==> config.mk <==
export PLATFORM = sky130hd
export DESIGN_NAME = camera_shutter_sequencer_unit
export DESIGN_NICKNAME = d
export VERILOG_FILES = /design/src/rtl/css_pkg.sv /design/src/rtl/css_in_stage.sv /design/src/rtl/css_core.sv /design/src/rtl/camera_shutter_sequencer_unit.sv
export SDC_FILE = /design/constraint.sdc
export NUM_CORES = 1
export LEC_CHECK = 0
export BUFFER_PORTS_ARGS = -buffer_cell sky130_fd_sc_hd__buf_2
export CAP_MARGIN = 10
export CORE_UTILIZATION = 55
export DETAILED_ROUTE_END_ITERATION = 12
export GPL_TIMING_DRIVEN = 0
export MAX_ROUTING_LAYER = met4
export PLACE_DENSITY = 0.77
export SLEW_MARGIN = 10
export SYNTH_ARGS = -nofsm -noshare
export SYNTH_HDL_FRONTEND = slang
export SYNTH_HIERARCHICAL = 1
export SYNTH_SLANG_ARGS = --single-unit
==> constraint.sdc <==
create_clock -name clk_i -period 7.6 [get_ports clk_i]
set_input_delay 0 -clock clk_i [delete_from_list [all_inputs] [get_ports clk_i]]
set_output_delay 0 -clock clk_i [all_outputs]
set_load 0.1 [all_outputs]
==> src/rtl/css_pkg.sv <==
`timescale 1ns / 1ps
// ----------------------------------------------------------------------------
// Camera shutter sequencer package
// Shared item types, phase and mode codes, and reset constants.
// ----------------------------------------------------------------------------
package css_pkg;

  localparam int unsigned TicksWidth = 32;
  localparam int unsigned CountWidth = 16;
  localparam int unsigned DelayWidth = 16;

  localparam logic [DelayWidth-1:0] DelayMsReset = 16'd100;

  typedef enum logic [1:0] {
    PH_IDLE   = 2'd0,
    PH_EXPOSE = 2'd1,
    PH_WAIT   = 2'd2
  } phase_e;

  typedef enum logic [1:0] {
    MODE_START    = 2'd0,
    MODE_EXP_TICK = 2'd1,
    MODE_MS_TICK  = 2'd2
  } mode_e;

  typedef struct packed {
    logic [1:0]            mode;
    logic [TicksWidth-1:0] exposure_ticks;
    logic [CountWidth-1:0] image_count;
  } in_item_t;

  typedef struct packed {
    logic                  shutter_open;
    logic [1:0]            phase;
    logic [CountWidth-1:0] images_left;
    logic                  start_taken;
  } out_item_t;

endpackage

==> src/rtl/css_in_stage.sv <==
`timescale 1ns / 1ps
// ----------------------------------------------------------------------------
// Camera shutter sequencer input stage
// Registers one incoming item and releases it when the core takes it.
// ----------------------------------------------------------------------------
module css_in_stage (
  input  logic              clk_i,
  input  logic              rst_ni,
  input  logic              in_valid_i,
  output logic              in_ready_o,
  input  css_pkg::in_item_t in_item_i,
  output logic              item_valid_o,
  output css_pkg::in_item_t item_o,
  input  logic              item_pop_i
);

  logic              valid_q;
  logic              valid_d;
  css_pkg::in_item_t item_q;

  assign in_ready_o = !valid_q || item_pop_i;
  assign valid_d    = (in_valid_i && in_ready_o) || (valid_q && !item_pop_i);

  always_ff @(posedge clk_i or negedge rst_ni) begin
    if (!rst_ni) begin
      valid_q <= 1'b0;
    end else begin
      valid_q <= valid_d;
    end
  end

  always_ff @(posedge clk_i) begin
    if (in_valid_i && in_ready_o) begin
      item_q <= in_item_i;
    end
  end

  assign item_valid_o = valid_q;
  assign item_o       = item_q;

endmodule

==> src/rtl/css_core.sv <==
`timescale 1ns / 1ps
// ----------------------------------------------------------------------------
// Camera shutter sequencer core
// Holds the burst state, applies one item per cycle while the output is not stalled and registers the result.
// ----------------------------------------------------------------------------
module css_core (
  input  logic                                clk_i,
  input  logic                                rst_ni,
  input  logic                                cfg_we_i,
  input  logic [css_pkg::DelayWidth-1:0]      cfg_data_i,
  input  logic                                item_valid_i,
  input  css_pkg::in_item_t                   item_i,
  output logic                                item_pop_o,
  output logic                                out_valid_o,
  input  logic                                out_ready_i,
  output css_pkg::out_item_t                  out_item_o
);

  localparam int unsigned TW = css_pkg::TicksWidth;
  localparam int unsigned CW = css_pkg::CountWidth;
  localparam int unsigned DW = css_pkg::DelayWidth;

  logic [DW-1:0]      delay_q;
  css_pkg::phase_e    phase_q, phase_d;
  logic [TW-1:0]      exp_count_q, exp_count_d;
  logic [TW-1:0]      exp_len_q, exp_len_d;
  logic [CW-1:0]      images_q, images_d;
  logic [DW-1:0]      wait_q, wait_d;
  logic               taken;
  logic               out_valid_q;
  css_pkg::out_item_t out_item_q;
  logic               advance;
  logic [TW-1:0]      exp_inc;
  logic [DW-1:0]      wait_inc;
  logic [CW-1:0]      images_dec;

  assign advance    = item_valid_i && (!out_valid_q || out_ready_i);
  assign item_pop_o = advance;

  assign exp_inc    = (exp_count_q == '1) ? exp_count_q : exp_count_q + 1'b1;
  assign wait_inc   = (wait_q == '1) ? wait_q : wait_q + 1'b1;
  assign images_dec = (images_q == '0) ? images_q : images_q - 1'b1;

  always_comb begin
    phase_d     = phase_q;
    exp_count_d = exp_count_q;
    exp_len_d   = exp_len_q;
    images_d    = images_q;
    wait_d      = wait_q;
    taken       = 1'b0;
    case (css_pkg::mode_e'(item_i.mode))
      css_pkg::MODE_START: begin
        if (phase_q == css_pkg::PH_IDLE && item_i.image_count != '0) begin
          exp_len_d   = (item_i.exposure_ticks == '0) ? TW'(1) : item_i.exposure_ticks;
          images_d    = item_i.image_count;
          exp_count_d = '0;
          phase_d     = css_pkg::PH_EXPOSE;
          taken       = 1'b1;
        end
      end
      css_pkg::MODE_EXP_TICK: begin
        if (phase_q == css_pkg::PH_EXPOSE) begin
          exp_count_d = exp_inc;
          if (exp_inc >= exp_len_q) begin
            images_d = images_dec;
            wait_d   = '0;
            if (delay_q == '0) begin
              if (images_dec != '0) begin
                exp_count_d = '0;
                phase_d     = css_pkg::PH_EXPOSE;
              end else begin
                phase_d = css_pkg::PH_IDLE;
              end
            end else begin
              phase_d = css_pkg::PH_WAIT;
            end
          end
        end
      end
      css_pkg::MODE_MS_TICK: begin
        if (phase_q == css_pkg::PH_WAIT) begin
          wait_d = wait_inc;
          if (wait_inc >= delay_q) begin
            if (images_q != '0) begin
              exp_count_d = '0;
              phase_d     = css_pkg::PH_EXPOSE;
            end else begin
              phase_d = css_pkg::PH_IDLE;
            end
          end
        end
      end
      default: begin
      end
    endcase
  end

  always_ff @(posedge clk_i or negedge rst_ni) begin
    if (!rst_ni) begin
      delay_q     <= css_pkg::DelayMsReset;
      phase_q     <= css_pkg::PH_IDLE;
      exp_count_q <= '0;
      exp_len_q   <= '0;
      images_q    <= '0;
      wait_q      <= '0;
      out_valid_q <= 1'b0;
    end else begin
      if (cfg_we_i) begin
        delay_q <= cfg_data_i;
      end
      if (advance) begin
        phase_q     <= phase_d;
        exp_count_q <= exp_count_d;
        exp_len_q   <= exp_len_d;
        images_q    <= images_d;
        wait_q      <= wait_d;
        out_valid_q <= 1'b1;
      end else if (out_ready_i) begin
        out_valid_q <= 1'b0;
      end
    end
  end

  always_ff @(posedge clk_i) begin
    if (advance) begin
      out_item_q.shutter_open <= (phase_d == css_pkg::PH_EXPOSE);
      out_item_q.phase        <= phase_d;
      out_item_q.images_left  <= images_d;
      out_item_q.start_taken  <= taken;
    end
  end

  assign out_valid_o = out_valid_q;
  assign out_item_o  = out_item_q;

endmodule

==> src/rtl/camera_shutter_sequencer_unit.sv <==
`timescale 1ns / 1ps
// ----------------------------------------------------------------------------
// Camera shutter sequencer
// Burst exposure sequencer driven by start commands and timer tick items.
// ----------------------------------------------------------------------------
// The block takes one item per clock cycle while the output is not stalled and
// returns one result item for each, via the input register and then the result
// register. The rate is set by the single state update between the two, where
// the exposure and wait counters advance by one per tick item. The user must
// write the inter-image delay register through cfg_we_i and cfg_data_i only
// while no item is in flight, which the block does not enforce. The register resets to 100 ticks.
module camera_shutter_sequencer_unit (
  input  logic                           clk_i,
  input  logic                           rst_ni,
  input  logic                           in_valid_i,
  output logic                           in_ready_o,
  input  css_pkg::in_item_t              in_item_i,
  output logic                           out_valid_o,
  input  logic                           out_ready_i,
  output css_pkg::out_item_t             out_item_o,
  input  logic                           cfg_we_i,
  input  logic [css_pkg::DelayWidth-1:0] cfg_data_i
);

  logic              item_valid;
  logic              item_pop;
  css_pkg::in_item_t item;

  css_in_stage u_in_stage (
    .clk_i        (clk_i),
    .rst_ni       (rst_ni),
    .in_valid_i   (in_valid_i),
    .in_ready_o   (in_ready_o),
    .in_item_i    (in_item_i),
    .item_valid_o (item_valid),
    .item_o       (item),
    .item_pop_i   (item_pop)
  );

  css_core u_core (
    .clk_i        (clk_i),
    .rst_ni       (rst_ni),
    .cfg_we_i     (cfg_we_i),
    .cfg_data_i   (cfg_data_i),
    .item_valid_i (item_valid),
    .item_i       (item),
    .item_pop_o   (item_pop),
    .out_valid_o  (out_valid_o),
    .out_ready_i  (out_ready_i),
    .out_item_o   (out_item_o)
  );

endmodule

---- Word-level counts from Yosys, hierarchy flattened ----
Cells that the tools add are included.
word-level totals
  register bits after elaboration ......... 186
  input port bits ......................... 71
  output and inout bits ................... 22
  word-level logic and storage cells ...... 90
cells by class
  add/subtract/negate cells ............... 3
  magnitude comparators ................... 2
  equality and inequality tests ........... 13
  multiplexer cells ....................... 33
  reductions and logical operators ........ 24
operator list
  operator               number
  $mux 32                10
  $mux 16                8
  $pmux 32 s3            1
  $pmux 16 s2            2
  $reduce_bool 16->1     3
  $add 32x1->32 const B  1
  $eq 32x32->1 const B   1
  $ge 32x32->1           1
  $logic_not 16->1       2
  $logic_not 32->1       1
  $add 16x1->16 const B  1
  $eq 16x16->1 const B   1
  $ge 16x16->1           1
  $sub 16x1->16 const B  1
  $mux 2                 6
  $ne 2x1->1 const B     6
  $reduce_and 7->1       1
  $eq 2x1->1 const B     3
  $pmux 2 s3             1
  $mux 1                 5
  $reduce_and 5->1       1
  $eq 2x2->1 const B     2
  $logic_and 1x1->1      4
  $logic_not 2->1        2
  other kinds (5)        10

---- Depth between registers and ports, before layout ----
  depth in word-level cells ............... 9
  mapped depth ............................ 20
  mapped depth without buffers ............ 16

---- Hierarchy ----
The synthesis kept the hierarchy.
modules (own cells, without submodules)
  module        times used  cells each  area each (um^2)  sequential area each (um^2)
  css_core      1           970         8578.2            3482.1
  css_in_stage  1           54          1555.2            1526.5

---- Worst setup path after synthesis ----
Ideal clock, no wire load.
  path type ............................... register to register
  start point ............................. register u_core.exp_count_q[4]
  end point ............................... register u_core.out_item_q (netlist bit u_core/out_item_o[11]), data pin
  library setup time ...................... 261 ps
  arrival ................................. 4541 ps
  data required time ...................... 7339 ps
  path slack .............................. 2798 ps
  stages on the path, launching flop included .. 19
  path buffers ............................ 3
  period minus slack after synthesis ...... 4802 ps
  cell sequence ........................... dfrtp_1 -> and4_1 -> and4_1 -> and4_1 -> clkbuf_1 -> a31oi_1 -> clkbuf_1 -> nand2_1 -> o21ai_0 -> nand2_1 -> ha_1 -> nand4_1 -> o41ai_1 -> nor4b_1 -> o21ai_0 -> clkbuf_1 -> or4_1 -> mux2i_1 -> a221o_1
on the way
  longest elaborated chain between the ends .. 6
  elaborated cells on any way between the ends .. 7
  classes of those cells .................. add/sub: 1; order compare: 1; eq/ne: 1; mux: 4
ends and longest elaborated chain
  item                                           RTL line         RTL
  from (decl)                                    css_core.sv:25   logic [TW-1:0] exp_count_q, exp_count_d;
  from (signal assigned)                         css_core.sv:113  exp_count_q <= exp_count_d;
  $add 32x1->32 or $eq 32x32->1 (tied branches)  css_core.sv:40   assign exp_inc = (exp_count_q == '1) ? exp_count_q : exp_count_q + 1'b1;
  $mux 32 (*)                                    css_core.sv:40
  $ge 32x32->1 (*)                               css_core.sv:64   if (exp_inc >= exp_len_q) begin
  $mux 16 (*)                                    css_core.sv:64
  $mux 16 (*)                                    css_core.sv:62   if (phase_q == css_pkg::PH_EXPOSE) begin
  $pmux 16 s2 (*)                                css_core.sv:51   case (css_pkg::mode_e'(item_i.mode))
  net u_core.images_d[10]                        css_core.sv:27   logic [CW-1:0] images_q, images_d;
  to (decl)                                      css_core.sv:31   css_pkg::out_item_t out_item_q;
The timed path passes the listed nets; every way through them passes the cells marked *.
A chain may end at the register's enable or synchronous reset.

---- Worst setup path in the final report ----
  start point ............................. register u_core.exp_count_q[3]
  end point ............................... register u_core.wait_q[5]
on the way
  longest elaborated chain between the ends .. 5
  elaborated cells on any way between the ends .. 6
  classes of those cells .................. add/sub: 1; order compare: 1; eq/ne: 2; mux: 1; reduce/logical: 1
ends and longest elaborated chain
  item                                           RTL line         RTL
  $add 32x1->32 or $eq 32x32->1 (tied branches)  css_core.sv:40
  $mux 32 (*)                                    css_core.sv:40
  $ge 32x32->1 (*)                               css_core.sv:64
  $ne 2x1->1 (no source line) (*)                -
  $reduce_and 5->1 (no source line) (*)          -
  to (signal assigned)                           css_core.sv:116  wait_q <= wait_d;
  to (decl)                                      css_core.sv:28   logic [DW-1:0] wait_q, wait_d;
Every way passes the cells marked *; elsewhere a longest branch is shown, timed or not.

==> impl_metrics.toml <==
[power]
combPwrFrac_pct = 29.2
power_switching_mw = 1.15
sequentialPowerShare_pct = 41.9
p_int_mw = 1.98
ir_drop_mv = 0.253
p_sw_share_pct = 36.6
power_mw = 3.13
p_leak_nw = 5.28
power_density_nw_per_um2 = 256
power_frac_clock_pct = 28.9

[grt]
overflow = 0
antenna_found_initial = 1
use_met1_pct = 38.4
use_met2_pct = 49.7
grt_pass1_vias = 8499
grt_max_degree = 88
track_usage_pct = 30.8
grt_pass1_wl_mm = 43.1
grt_busiest_layer = "met2"
met3_usage_pct = 5.52

[critical_path]
crit_arrival_ns = 6.96
critPathKind = "register to register"
crit_fanout = 10
start_kind = "register"
end_kind = "register"
crit_required_ns = 7.92

[synth]
synth_warnings = 6
ys_seq_elements = 186
avgSynthCellArea_um2 = 9.90
syn_nets = 1147
synth_edf_count = 70
syn_area_um2 = 10100
synth_cells = 1024
yosysSeqAreaShare_pct = 49.4
synth_async_sr_flop_share_pct = 62.4
synth.distinct_cells = 76
synth_flop_cell = "dfrtp_1"

[cts]
cts_tree = "done"
insertion_delay_ns = 0.43
numCtsBuffers = 17
path_clk_slew_ns = 0.07
cts_setup_buffers = 0
cts_root_buf = "clkbuf_16"
ctsLongestPathBuffers = 2
cts-htree-levels = 4
clock_sinks = 186

[drt]
vias_per_cell = 6.12
drtIter0Drc = 903
wl_per_cell_um = 18.8
detail-route-antenna-nets = 0
drc = 0
routed_wl_mm = 27.2
dr.pass1.iters = 6
vias = 8867

[die]
start_util_pct = 56.2
coreArea_um2 = 18000
die_y_um = 138
dieArea_um2 = 19000
io-pin-count = 93
die_w_um = 138
row_count = 49

[cells_and_area]
drive_gt1_share_pct = 13.5
syn2layout_area_growth_pct = 20.6
final_cell_mix = "nand2_1, dfrtp_1, buf_2"
final_common_cell = "nand2_1"
nets = 1329

[sta]
worst_hold_slack_ns = 0.00595
fin_crit_sh_pct = 87.4
worst_pin_slew_ns = 1.11
fin_skew_ns = 0.0102
setup_viol = 0
slew_headroom_pct = 25.3
post-route-min-period_ns = 6.65
tns_ns = 0
hold_violations = 0
setup_slack_ns = 0.955
rsz0062_at_grt = "false"
slew_violations = 0
max_clock_freq_mhz = 150

[placement]
gp_congestion = 0.972
place_ws_ns = 1.35
hpwl_mm = 18.6
io_buffer_count = 92

[worst_hold_path]
hold_class = "input port to asynchronous set/reset pin"

[run_status]
outcome = "finished clean"

[flow_run]
cap_viol_max_count = 0
-- state kept, by name, summed over array words and instances (netlist names) --
register and count:
u_in_stage/item_o 50, u_core/exp_count_q 32, u_core/exp_len_q 32, u_core/out_item_o 20, u_core/delay_q 16, u_core/images_q 16, u_core/wait_q 16, u_core/phase_q 2
u_core/out_valid_o 1, u_in_stage/item_valid_o 1
-- synthesized netlist by cell type, drive strengths merged, types with 26 or more instances --
cell	n	area, um2
a21oi	50	288
a22o	31	272
clkbuf	40	150
dfrtp	113	2830
edfxtp	70	2100
ha	52	651
inv	65	244
nand2	127	479
nand4	26	163
nor2	53	199
nor3	26	130
o21ai	85	425
-- worst max-delay path: stages (launching register included) --
cell and delay [ns]:
dfrtp_1 0.44, and4_1 0.26, and4_1 0.27, and4_1 0.20, clkbuf_1 0.19, a31oi_1 0.54
clkbuf_1 0.48, nand2_1 0.15, o21ai_0 0.32, nand2_1 0.17, ha_1 0.34, nand4_1 0.13
o41ai_1 0.57, nor4b_1 0.64, o21ai_0 0.25, clkbuf_1 0.32, o22ai_1 0.54, nand2_1 0.14
clkbuf_1 0.30, a22o_1 0.28
-- repair_timing --
action,4_1_cts,5_1_grt
hold buffers,70,0
gates resized for setup,0,0
hold endpoints to repair,181,0
-- metrics by stage --
stage / utilization, % / cells / cell area [um2]
3_3_place_gp: 60.4 / 1345 / 10900
5_1_grt: 67.8 / 1449 / 12200
4_1_cts: 67.8 / 1448 / 12200
3_5_place_dp: 60.6 / 1346 / 10900
2_1_floorplan: - / 1024 / 10100
6_report: 67.8 / 1449 / 12200
-- power groups by stage --
stage,Sequential (mW),Clock [mW],Combinational (mW)
2_1_floorplan,1.47,0,0.487
3_5_place_dp,1.33,0,0.865
6_report,1.31,0.904,0.915
3_3_place_gp,1.32,0,0.847
5_1_grt,1.33,0.960,0.997
4_1_cts,1.31,0.914,0.899
-- final timing paths --
check                      depth (start not counted)  slack [ns]                         endpoint                              start
setup / recovery                                  19        0.95     u_core/wait_q[5]$_DFFE_PN0P_  u_core/exp_count_q[3]$_DFFE_PN0P_
hold / removal                                     2       0.006   u_core/delay_q[12]$_DFFE_PN0P_                             rst_ni
setup reg to reg                                  19        0.95     u_core/wait_q[5]$_DFFE_PN0P_  u_core/exp_count_q[3]$_DFFE_PN0P_
hold reg to reg                                    1        0.51    u_core/wait_q[11]$_DFFE_PN0P_      u_core/wait_q[11]$_DFFE_PN0P_
max in group asynchronous                          3        6.86  u_core/exp_len_q[8]$_DFFE_PN0P_                             rst_ni
min in group clk_i                                 4        0.11    u_core/delay_q[5]$_DFFE_PN1P_                           cfg_we_i
-- cells by family (layout without fill, tap and decap cells) --
family	count (synthesis)	count (layout)	share of synthesized area (%)
adders and majority gates	52	52	6.42
xor gates and xnor gates	29	29	2.51
buffers and inverters	115	310	4.49
DFF	186	186	49.4
other	0	1	0
AOI/OAI and AO/OA	261	261	17.4
and+or+nand+nor	371	371	18.8
muxes	10	10	1.02
-- final cells by class --
class	instances	area [um2]
Fill cell	1373	5810
Sequential cell	186	5010
Multi-Input combinational cell	723	4670
Timing Repair Buffer	163	1190
Clock buffer	17	425
Tap cell	229	287
Inverter	65	244
Buffer	50	213
Clock inverter	15	175
Antenna cell	1	2.50
-- per-layer routing --
layer | share of wire, % | wire [um] | up-vias
li1 | - | - | 4137
met1 | 42 | 11400 | 4249
met3 | 6.0 | 1640 | 79
met5 | 0 | 0 | -
met4 | 3.2 | 873 | 0
met2 | 49 | 13300 | 402
Power figures use the tool's default switching activity.
